==> src/rtl/hrlp_pkg.sv <==
package hrlp_pkg;

  // Character codes
  localparam logic [7:0] ChSpace = 8'h20;
  localparam logic [7:0] ChTab   = 8'h09;
  localparam logic [7:0] ChNul   = 8'h00;
  localparam logic [7:0] ChCr    = 8'h0D;
  localparam logic [7:0] ChLf    = 8'h0A;
  localparam logic [7:0] ChZero  = 8'h30;
  localparam logic [7:0] ChNine  = 8'h39;
  localparam logic [7:0] ChDot   = 8'h2E;
  localparam logic [7:0] ChSlash = 8'h2F;
  localparam logic [7:0] ChLowA  = 8'h61;
  localparam logic [7:0] ChLowZ  = 8'h7A;
  localparam logic [7:0] ChUpE   = 8'h45;
  localparam logic [7:0] ChUpG   = 8'h47;
  localparam logic [7:0] ChUpH   = 8'h48;
  localparam logic [7:0] ChUpO   = 8'h4F;
  localparam logic [7:0] ChUpP   = 8'h50;
  localparam logic [7:0] ChUpS   = 8'h53;
  localparam logic [7:0] ChUpT   = 8'h54;

  // Result kind codes
  localparam logic KindUrl     = 1'b0;
  localparam logic KindVerdict = 1'b1;

  // Method codes
  localparam logic MethodGet  = 1'b0;
  localparam logic MethodPost = 1'b1;

  typedef struct packed {
    logic       valid;
    logic       kind;
    logic [7:0] url_byte;
    logic       rejected;
    logic       method;
    logic [3:0] major_digit;
    logic [3:0] minor_digit;
  } result_t;

  function automatic logic [7:0] upcase(input logic [7:0] c);
    logic [7:0] u;
    u = c;
    if (c >= ChLowA && c <= ChLowZ) u = c - 8'h20;
    return u;
  endfunction

  function automatic logic is_blank(input logic [7:0] c);
    return (c == ChSpace) || (c == ChTab);
  endfunction

  function automatic logic is_term(input logic [7:0] c);
    return (c == ChNul) || (c == ChCr) || (c == ChLf);
  endfunction

endpackage

==> src/rtl/http_request_line_parser_top.sv <==
// Channel | Direction | Handshake              | Word
// in      | input     | in_valid_i / in_stall_o   | in_byte_i
// out     | output    | out_valid_o / out_stall_i | kind_o url_byte_o rejected_o method_o
//         |           |                           | major_digit_o minor_digit_o
// One byte per clock sustained while the output word is not stalled; the result passes
// through the input register, then the parser step into the result register.
// Reset (rst_ni low) returns the parser to expecting the method's first letter.
// A byte that yields no result retires even while the output word is stalled;
// a byte that yields a result waits in the input register until it can retire.
module http_request_line_parser_top (
  input  logic       clk_i,
  input  logic       rst_ni,
  input  logic       in_valid_i,
  output logic       in_stall_o,
  input  logic [7:0] in_byte_i,
  output logic       out_valid_o,
  input  logic       out_stall_i,
  output logic       kind_o,
  output logic [7:0] url_byte_o,
  output logic       rejected_o,
  output logic       method_o,
  output logic [3:0] major_digit_o,
  output logic [3:0] minor_digit_o
);
  import hrlp_pkg::*;

  logic       in_valid_q, in_valid_d;
  logic [7:0] in_byte_q;
  logic       out_valid_q, out_valid_d;
  result_t    out_q;
  result_t    res;
  logic       advance;
  logic       accept;

  hrlp_parser u_parser (
    .clk_i    (clk_i),
    .rst_ni   (rst_ni),
    .step_en_i(advance),
    .byte_i   (in_byte_q),
    .res_o    (res)
  );

  assign advance    = in_valid_q && (!res.valid || !out_valid_q || !out_stall_i);
  assign in_stall_o = in_valid_q && !advance;
  assign accept     = in_valid_i && !in_stall_o;

  always_comb begin
    in_valid_d = in_valid_q;
    if (accept) in_valid_d = 1'b1;
    else if (advance) in_valid_d = 1'b0;

    out_valid_d = out_valid_q;
    if (advance && res.valid) out_valid_d = 1'b1;
    else if (!out_stall_i) out_valid_d = 1'b0;
  end

  always_ff @(posedge clk_i or negedge rst_ni) begin
    if (!rst_ni) begin
      in_valid_q  <= 1'b0;
      out_valid_q <= 1'b0;
    end else begin
      in_valid_q  <= in_valid_d;
      out_valid_q <= out_valid_d;
    end
  end

  always_ff @(posedge clk_i) begin
    if (accept) in_byte_q <= in_byte_i;
    if (advance && res.valid) out_q <= res;
  end

  assign out_valid_o   = out_valid_q;
  assign kind_o        = out_q.kind;
  assign url_byte_o    = out_q.url_byte;
  assign rejected_o    = out_q.rejected;
  assign method_o      = out_q.method;
  assign major_digit_o = out_q.major_digit;
  assign minor_digit_o = out_q.minor_digit;

endmodule

==> src/rtl/hrlp_parser.sv <==
module hrlp_parser (
  input  logic              clk_i,
  input  logic              rst_ni,
  input  logic              step_en_i,
  input  logic [7:0]        byte_i,
  output hrlp_pkg::result_t res_o
);
  import hrlp_pkg::*;

  localparam logic [4:0] PhM0     = 5'd0;
  localparam logic [4:0] PhG1     = 5'd1;
  localparam logic [4:0] PhG2     = 5'd2;
  localparam logic [4:0] PhP1     = 5'd3;
  localparam logic [4:0] PhP2     = 5'd4;
  localparam logic [4:0] PhP3     = 5'd5;
  localparam logic [4:0] PhNeedBl = 5'd6;
  localparam logic [4:0] PhSkip1  = 5'd7;
  localparam logic [4:0] PhUrl    = 5'd8;
  localparam logic [4:0] PhSkip2  = 5'd9;
  localparam logic [4:0] PhT1     = 5'd10;
  localparam logic [4:0] PhT2     = 5'd11;
  localparam logic [4:0] PhP      = 5'd12;
  localparam logic [4:0] PhSlash  = 5'd13;
  localparam logic [4:0] PhMaj    = 5'd14;
  localparam logic [4:0] PhDot    = 5'd15;
  localparam logic [4:0] PhMin    = 5'd16;
  localparam logic [4:0] PhTail   = 5'd17;
  localparam logic [4:0] PhErr    = 5'd18;

  logic [4:0] phase_q, phase_d;
  logic       method_q, method_d;
  logic [3:0] major_q, major_d;
  logic [3:0] minor_q, minor_d;
  logic [7:0] up;
  logic       blank;
  logic       digit;

  assign up    = upcase(byte_i);
  assign blank = is_blank(byte_i);
  assign digit = (byte_i >= ChZero) && (byte_i <= ChNine);

  always_comb begin
    phase_d  = phase_q;
    method_d = method_q;
    major_d  = major_q;
    minor_d  = minor_q;
    res_o    = '0;

    if (is_term(byte_i)) begin
      res_o.valid    = 1'b1;
      res_o.kind     = KindVerdict;
      res_o.rejected = (phase_q != PhTail);
      if (phase_q == PhTail) begin
        res_o.method      = method_q;
        res_o.major_digit = major_q;
        res_o.minor_digit = minor_q;
      end
      phase_d  = PhM0;
      method_d = MethodGet;
      major_d  = '0;
      minor_d  = '0;
    end else begin
      case (phase_q)
        PhM0: begin
          if (up == ChUpG) begin
            method_d = MethodGet;
            phase_d  = PhG1;
          end else if (up == ChUpP) begin
            method_d = MethodPost;
            phase_d  = PhP1;
          end else begin
            phase_d = PhErr;
          end
        end
        PhG1:     phase_d = (up == ChUpE) ? PhG2 : PhErr;
        PhG2:     phase_d = (up == ChUpT) ? PhNeedBl : PhErr;
        PhP1:     phase_d = (up == ChUpO) ? PhP2 : PhErr;
        PhP2:     phase_d = (up == ChUpS) ? PhP3 : PhErr;
        PhP3:     phase_d = (up == ChUpT) ? PhNeedBl : PhErr;
        PhNeedBl: phase_d = blank ? PhSkip1 : PhErr;
        PhSkip1, PhUrl: begin
          if (blank) begin
            // first blank after the URL ends it
            if (phase_q == PhUrl) phase_d = PhSkip2;
          end else begin
            phase_d        = PhUrl;
            res_o.valid    = 1'b1;
            res_o.kind     = KindUrl;
            res_o.url_byte = byte_i;
          end
        end
        PhSkip2: begin
          if (!blank) phase_d = (up == ChUpH) ? PhT1 : PhErr;
        end
        PhT1:    phase_d = (up == ChUpT) ? PhT2 : PhErr;
        PhT2:    phase_d = (up == ChUpT) ? PhP : PhErr;
        PhP:     phase_d = (up == ChUpP) ? PhSlash : PhErr;
        PhSlash: phase_d = (byte_i == ChSlash) ? PhMaj : PhErr;
        PhMaj: begin
          if (digit) begin
            major_d = byte_i[3:0];  // ASCII digit value is its low nibble
            phase_d = PhDot;
          end else begin
            phase_d = PhErr;
          end
        end
        PhDot: phase_d = (byte_i == ChDot) ? PhMin : PhErr;
        PhMin: begin
          if (digit) begin
            minor_d = byte_i[3:0];
            phase_d = PhTail;
          end else begin
            phase_d = PhErr;
          end
        end
        PhTail: begin
          if (!blank) phase_d = PhErr;
        end
        default: phase_d = PhErr;
      endcase
    end
  end

  always_ff @(posedge clk_i or negedge rst_ni) begin
    if (!rst_ni) begin
      phase_q  <= PhM0;
      method_q <= MethodGet;
      major_q  <= '0;
      minor_q  <= '0;
    end else if (step_en_i) begin
      phase_q  <= phase_d;
      method_q <= method_d;
      major_q  <= major_d;
      minor_q  <= minor_d;
    end
  end

endmodule

==> config.mk <==
export PLATFORM = sky130hd
export DESIGN_NAME = http_request_line_parser_top
export DESIGN_NICKNAME = d
export VERILOG_FILES = /design/src/rtl/hrlp_pkg.sv /design/src/rtl/http_request_line_parser_top.sv /design/src/rtl/hrlp_parser.sv
export SDC_FILE = /design/constraint.sdc
export NUM_CORES = 1
export LEC_CHECK = 0
export BUFFER_PORTS_ARGS = -buffer_cell sky130_fd_sc_hd__buf_2
export CAP_MARGIN = 30
export CORE_MARGIN = 2
export CORE_UTILIZATION = 60
export CTS_CLUSTER_SIZE = 10
export DETAILED_ROUTE_END_ITERATION = 8
export PLACE_DENSITY = 0.83
export SLEW_MARGIN = 20
export SYNTH_ARGS = -nofsm -noshare
export SYNTH_HDL_FRONTEND = slang
export SYNTH_SLANG_ARGS = --single-unit
==> constraint.sdc <==
create_clock -name clk_i -period 6.1 [get_ports clk_i]
set_input_delay 0.305 -clock clk_i [delete_from_list [all_inputs] [get_ports clk_i]]
set_output_delay 0.305 -clock clk_i [all_outputs]
set_load 0.005 [all_outputs]
==> summary.txt, run 1 <==
Placed design
  • Routability-driven placement congestion ratio: 0.992
  • I/O Buffers: 32
  • Cell Area, Placed: 2580 um2
  • DP HPWL: about 3.8 mm

Power
  • Leakage: approximately 1.1 nW
  • Clock Power Share: between 20% and 30%
  • Switching Fraction: roughly 30%
  • Max VDD drop: about 150 uV
  • Combinational Power Share: about 15%
  • P_int: between 400 and 500 uW
  • Power per cell area: between 200 and 250 nW/um2
  • Switching power: 188 uW
  • Reg power frac: around 57%

STA
  • Final Hold Fails: 0
  • RSZ-0062 raised after global routing: no
  • Max-slew violations: 0
  • Setup_tns: 0 ns
  • Worst Skew: a little over 0.003 ns
  • Maximum operating frequency: 0.312 GHz
  • Worst hold slack: between 0.15 and 0.2 ns
  • Slew headroom: a little under half
  • Setup Viol. Count Final: 0
  • Final period util: between 50% and 60%
  • Fin crit period: 3.20 ns
  • Worst Max-Slew Pin Slew: between 0.8 and 0.9 ns

Die
  • Row cnt: 23
  • Die Ht: slightly below 70 um
  • Die X: slightly below 70 um
  • Total I/O pin count: 33
  • DIE AREA: around 4500 um2
  • Placeable core area: slightly below 4000 um2
  • Starting density of the core: around 61%

Clock tree
  • Post-CTS Setup Bufs: 0
  • CTS Buffer Depth: 2
  • Worst-path clk slew: 0.08 ns
  • Worst-skew pair later-pin latency: roughly 0.30 ns
  • H-Tree Depth: 2
  • CTS Buf Count: 5
  • CTS resizes: 0
  • Root Driver: clkbuf_8
  • # clock sinks: 43
  • CTS tree: done

Worst setup path
  • Slowest stage delay, CP: between 0.7 and 0.8 ns
  • CP Launch Type: register
  • Worst setup EP type: register
  • Crit Path Class: register to register
  • Largest fanout on the critical path: 19
  • Slowest cell on crit path: or4_1
  • Critical Path RT: roughly 6.0 ns
  • R2R setup slack: 2.90 ns
  • CP Buf/Inv Count: 1
  • Cell breakdown of the critical path: or4_1, a311oi_4, inv_1, nand2_1, and2_1
  • Crit path max-delay family: simple AND/OR/NAND/NOR gates
  • Worst Path Arrival: 3.14 ns

Synth
  • Gate count of the mapped netlist: approximately 230
  • Syn_nets: between 200 and 250
  • Mux contribution to synthesized area: less than 1%
  • Sequential area share after synthesis: between 50 and 60%
  • Synth unique cells: 56
  • Register bit total from synthesis: 43
  • Syn_area_per_cell: between 10 and 15 um2
  • Synthesized area: between 2000 and 2500 um2
  • Synthesized-area fraction occupied by adder cells: under 10%
  • Simple-Gate Fraction of Synth Area: a little over a quarter
  • Main flop type after synthesis: edfxtp_1
  • Async set or reset register ratio after synthesis: 37.2%
  • Main combinational cell family by area after synthesis: simple AND/OR/NAND/NOR gates
  • Compound-Gate Fraction of Synth Area: between 10% and 20%
  • Post-synth EDFFs: 27
  • XOR/XNOR Fraction of Synth Area: 0%
  • Yosys warnings: 0

Route
  • Vias: just under 2000
  • Drt pass-1 iters: 5
  • DRC: 0
  • Initial drt markers: 243
  • Final ANT Viol Nets: 0
  • DR vias/cell: between 6 and 7
  • WL per Instance: around 17 um
  • Drt total wl: between 5 and 6 mm

Run
  • Maximum capacitance violations: 0

Global route
  • GRT Residual Overflow: 0
  • Initial antenna violation count: 0
  • Pin count of the biggest net entering global routing: 22
  • First-pass GRT wire length: about 8.6 mm
  • Vias in the first global route: around 1800
  • Global route hottest layer: met2
  • Gr usage total: approximately a quarter
  • GRT met2 Usage: a little over two fifths
  • GRT met3 Usage: between 3 and 4%
  • Met1 usage: 33.1%

Min path
  • Worst min-delay path category: input port to register

Layout
  • Final Cell Area: between 2000 and 3000 um2
  • Post-route core utilization: roughly 68%
  • Antenna Cells: 0
  • Area growth, synth to finish: 11.1%
  • Nets: 274
  • Commonest non-fill, non-tap cell in the layout: buf_2
  • Most frequent cells in the layout: buf_2 (32), edfxtp_1 (27), nor2_1 (22)
  • Layout cell share with drive strength beyond 1: approximately 18%

Run status
  • Status: finished clean
-- final timing paths --
path / start / to / cells past startpoint
worst min-delay path: in_byte_i[4] / in_byte_q[4] / 1
worst max-delay path: in_byte_q[1] / url_byte_o[6] / 5
max in group asynchronous: rst_ni / u_parser.phase_q[4] / 2
worst min register to register: u_parser.method_q / u_parser.method_q / 1
min in group asynchronous: rst_ni / u_parser.minor_q[0] / 2
worst max register to register: in_byte_q[1] / url_byte_o[6] / 5
-- layer usage --
metal / wire length (um) / part of all wire, %
met5: 0 / 0
met4: 180 / 3.4
met3: 301 / 5.7
met2: 2540 / 48
met1: 2230 / 43
-- repair_timing --
item / 4_1_cts / 5_1_grt
endpoints found under the hold margin: 16 / 0
endpoints found under the setup margin: 0 / 0
hold buffers: 1 / 0
-- area by class of cell --
cell class	count	area, um2
Tap cell	50	62.6
Timing Repair Buffer	33	170
Inverter	11	41.3
Fill cell	301	1260
Multi-Input combinational cell	166	1110
Clock buffer	6	72.6
Clock inverter	2	12.5
Sequential cell	43	1210
-- power groups by stage --
stage                     combinational (mW)  clock [mW]  sequential [mW]
after detailed placement              0.0949           0            0.363
after CTS                             0.0957       0.177            0.356
after floorplan                       0.0931           0            0.337
after global routing                   0.108       0.187            0.361
after global placement                0.0937           0            0.363
final                                 0.0969       0.179            0.359
-- flip-flops by register name, summed over array words and instances (netlist names) --
signal	flops
in_valid_q	1
u_parser.phase_q	5
minor_digit_o	4
u_parser.major_q	4
rejected_o	1
out_valid_o	1
in_byte_q	8
u_parser.method_q	1
u_parser.minor_q	4
kind_o	1
major_digit_o	4
url_byte_o	8
method_o	1
-- cell families after synthesis --
kind of cell	count (synthesis)
compound gates	53
flops	43
simple gates	109
mux	2
fa+ha+maj	2
buf+inv	24
-- synth_stat cells, drive strengths merged (3+ instances only) --
cell    number  share of area, %
a21oi        5               1.0
a22o        10               3.6
a311oi       3               1.8
and2        19               4.9
clkbuf      11               1.7
dfrtp       16                17
edfxtp      27                34
inv         11               1.7
nand2       12               2.2
nand2b       4               1.0
nand3        8               1.7
nand4        6               1.6
nand4b       3               1.1
nor2        22               3.4
nor2b        5               1.3
nor3        10               2.3
nor3b        4               1.2
nor4b        3               1.3
o21ai        8               1.7
or3          4               1.0
-- stage by stage --
stage | setup WS, ns | std cells | power [mW]
floorplan | 3.49 | 233 | 0.430
global placement | 3.06 | 302 | 0.457
detailed placement | 2.92 | 302 | 0.458
CTS | 2.92 | 311 | 0.629
global route | 2.72 | 311 | 0.656
finish | 2.90 | 311 | 0.634
Note: power is estimated with default switching activity, not from simulation.
==> run 2, diff against run 1 <==
- CORE_UTILIZATION: 60 -> 57
- PLACE_DENSITY: 0.83 -> 0.79
- clock period: 6.1 -> 3.2 ns (I/O delays scaled with it)
==> run 2 against run 1 <==
  * Final area up 2.9%
  * Sequential share of layout area down 1.3 points
  * Critical path depth up 3
  * Highest routed layer unchanged
  * Total power up 95%
  * Routed wire length up 1.2%
  * Die area up 4.9%
==> summary.txt, run 2 (synthesized netlist as in run 1, its figures left out) <==
STA
  • Final period util: 86.3% (+34 points)
  • Final worst slack: 0.439 ns (-2.46 ns)
  • Worst Max-Slew Pin Slew: 0.711 ns (-0.103 ns)
  • RSZ-0062 raised after global routing: no
  • Maximum operating frequency: 0.362 GHz (+16%)
  • Final Hold Fails: 0 (unchanged)
  • Slew headroom: 51.9% (+6.2 points)
  • Setup Viol. Count Final: 0 (unchanged)
  • Max-slew violations: 0 (unchanged)
  • Fin crit period: 2.76 ns (-0.440 ns)
  • Setup_tns: 0 ns (unchanged)
  • Worst Skew: 0.00709 ns (+0.00399 ns)

Die
  • Row cnt: 23 (unchanged)
  • Starting density of the core: 59.8% (-1.3 points)
  • Die X: 69.0 um (+2.4%)
  • Die Ht: 69.0 um (+2.4%)
  • Total I/O pin count: 33 (unchanged)
  • Placeable core area: 4030 um2 (+2.2%)
  • DIE AREA: 4760 um2 (+4.9%)

Clock tree
  • H-Tree Depth: 2 (unchanged)
  • Root Driver: clkbuf_8
  • CTS resizes: 0 (unchanged)
  • Worst-path clk slew: 0.08 ns (about the same)
  • CTS Buf Count: 5 (unchanged)
  • # clock sinks: 43 (unchanged)
  • Worst-skew pair later-pin latency: 0.29 ns (about the same)
  • CTS tree: done
  • CTS Buffer Depth: 2 (unchanged)

Layout
  • Fill cells: 317 (+5.3%)
  • Layout cell share with drive strength beyond 1: 20.4% (+2.7 points)
  • Antenna Cells: 0 (unchanged)
  • Area growth, synth to finish: 14.3%
  • Non-Filler Instances: 320 (+2.9%)
  • Most frequent cells in the layout: buf_2 (32), edfxtp_1 (27), nor2_1 (22)
  • Nets: 283 (+3.3%)
  • Commonest non-fill, non-tap cell in the layout: buf_2

Worst setup path
  • Critical Path RT: 3.38 ns (-2.65 ns)
  • Worst setup EP type: register
  • CP Launch Type: register
  • Worst Path Arrival: 2.94 ns (-0.20 ns)
  • R2R setup slack: 0.44 ns (-2.46 ns)
  • Largest fanout on the critical path: 8 (-11)
  • FF-to-FF End: u_parser.phase_q[4]
  • R2R depth: 8 (+3)
  • Crit Path Class: register to register
  • Worst r2r src: in_byte_q[5]

Global route
  • Initial antenna violation count: 0 (unchanged)
  • Vias in the first global route: 1915 (+3.7%)
  • Pin count of the biggest net entering global routing: 21 (-4.5%)
  • Gr usage total: 23.6% (-2.2 points)
  • GRT Residual Overflow: 0 (unchanged)
  • First-pass GRT wire length: 9.11 mm (+5.5%)

Route
  • Final ANT Viol Nets: 0 (unchanged)
  • WL per Instance: 16.6 um (-1.6%)
  • DRC: 0 (unchanged)
  • Initial drt markers: 166 (-32%)
  • Vias: 1995 (+1.7%)
  • Drt pass-1 iters: 4 (-1)
  • DR vias/cell: 6.23 (-1.2%)
  • Drt total wl: 5.32 mm (+1.2%)

Power
  • Power per cell area: 448 nW/um2 (+89%)
  • Leakage: 1.18 nW (+4.3%)
  • Max VDD drop: 357 uV (+140%)

Run status
  • Status: finished clean

Min path
  • Worst min-delay path category: input port to register
  • Hold EP: in_byte_q[3]
  • Hold Crit Start: in_byte_i[3]
  • Hold Path Cell Cnt: 1 (unchanged)

Placed design
  • Routability-driven placement congestion ratio: 0.919 (-7.4%)
  • Placed cells: 311 (+3.0%)
  • DP HPWL: 3.99 mm (+4.4%)
  • Worst slack, placed: 0.458 ns (-2.46 ns)
  • I/O Buffers: 32 (unchanged)

Run
  • Maximum capacitance violations: 0 (unchanged)
## run 2: changes by cell type in the layout (fill, tap and decap cells not counted)
cell      delta
clkinv_2     -1
clkbuf_1     -1
clkbuf_8     +1
clkinv_1     +1
buf_4        +9
## run 2: how the worst max path moves through the flow
| stage | from | end | slack (ns) | cells past startpoint |
|---|---|---|---|---|
| after floorplan | in_byte_q[1] | kind_o | 0.59 | 6 |
| after CTS | in_byte_q[5] | u_parser.phase_q[4] | 0.45 | 8 |
| after global routing | in_byte_q[5] | u_parser.phase_q[4] | 0.18 | 8 |
| after detailed placement | in_byte_q[5] | u_parser.phase_q[4] | 0.46 | 8 |
| final | in_byte_q[5] | u_parser.phase_q[4] | 0.44 | 8 |
| after global placement | in_byte_q[5] | u_parser.phase_q[4] | 0.51 | 8 |
## run 2: cell type report
type                    instances  area, um2  share of cell area (%)
clock inverters                 2       11.3                   0.409
well taps                      50       62.6                    2.27
flip-flops and latches         43       1210                    44.0
inverters                      11       41.3                    1.50
repair buffers                 42        238                    8.63
clock buffers                   6       82.6                    3.00
multi-input cells             166       1110                    40.2
## run 2: what timing repair did
action | 4_1_cts | 5_1_grt
endpoints found under the hold margin | 16 | 0
hold buffers | 1 | 0
setup buffers | 0 | 0
## run 2: worst max-delay path: stages, from the launching register on
cell,delay [ns]
edfxtp_1,0.53
inv_1,0.14
ha_1,0.32
o21ai_0,0.34
nand4_1,0.27
o21ai_0,0.15
nand4_1,0.15
or4_1,0.54
a22o_1,0.21
## run 2: report_power, final
group	switching [mW]	internal, mW	total (mW)	leakage, nW
combinational	0.131	0.0955	0.226	0.641
sequential	0.0424	0.614	0.656	0.498
clock	0.179	0.172	0.351	0.0449
## run 2: layer usage
layer / vias to the layer above / GRT usage, % / part of all wire (%)
met5: - / 0 / 0
met2: 81 / 38.7 / 48
met4: 0 / 9.59 / 2.5
met3: 11 / 5.41 / 7.1
li1: 962 / - / -
met1: 941 / 30.3 / 42
## run 2: through the flow
stage | total power [mW] | hold slack (ns) | util (%) | instance area, um2
floorplan | 0.820 | -0.136 | - | 2410
global placement | 0.888 | 0.0839 | 65.8 | 2650
detailed placement | 0.888 | 0.0961 | 65.8 | 2650
CTS | 1.23 | 0.0350 | 68.4 | 2750
global route | 1.29 | 0.0293 | 68.4 | 2750
finish | 1.23 | 0.0380 | 68.4 | 2750
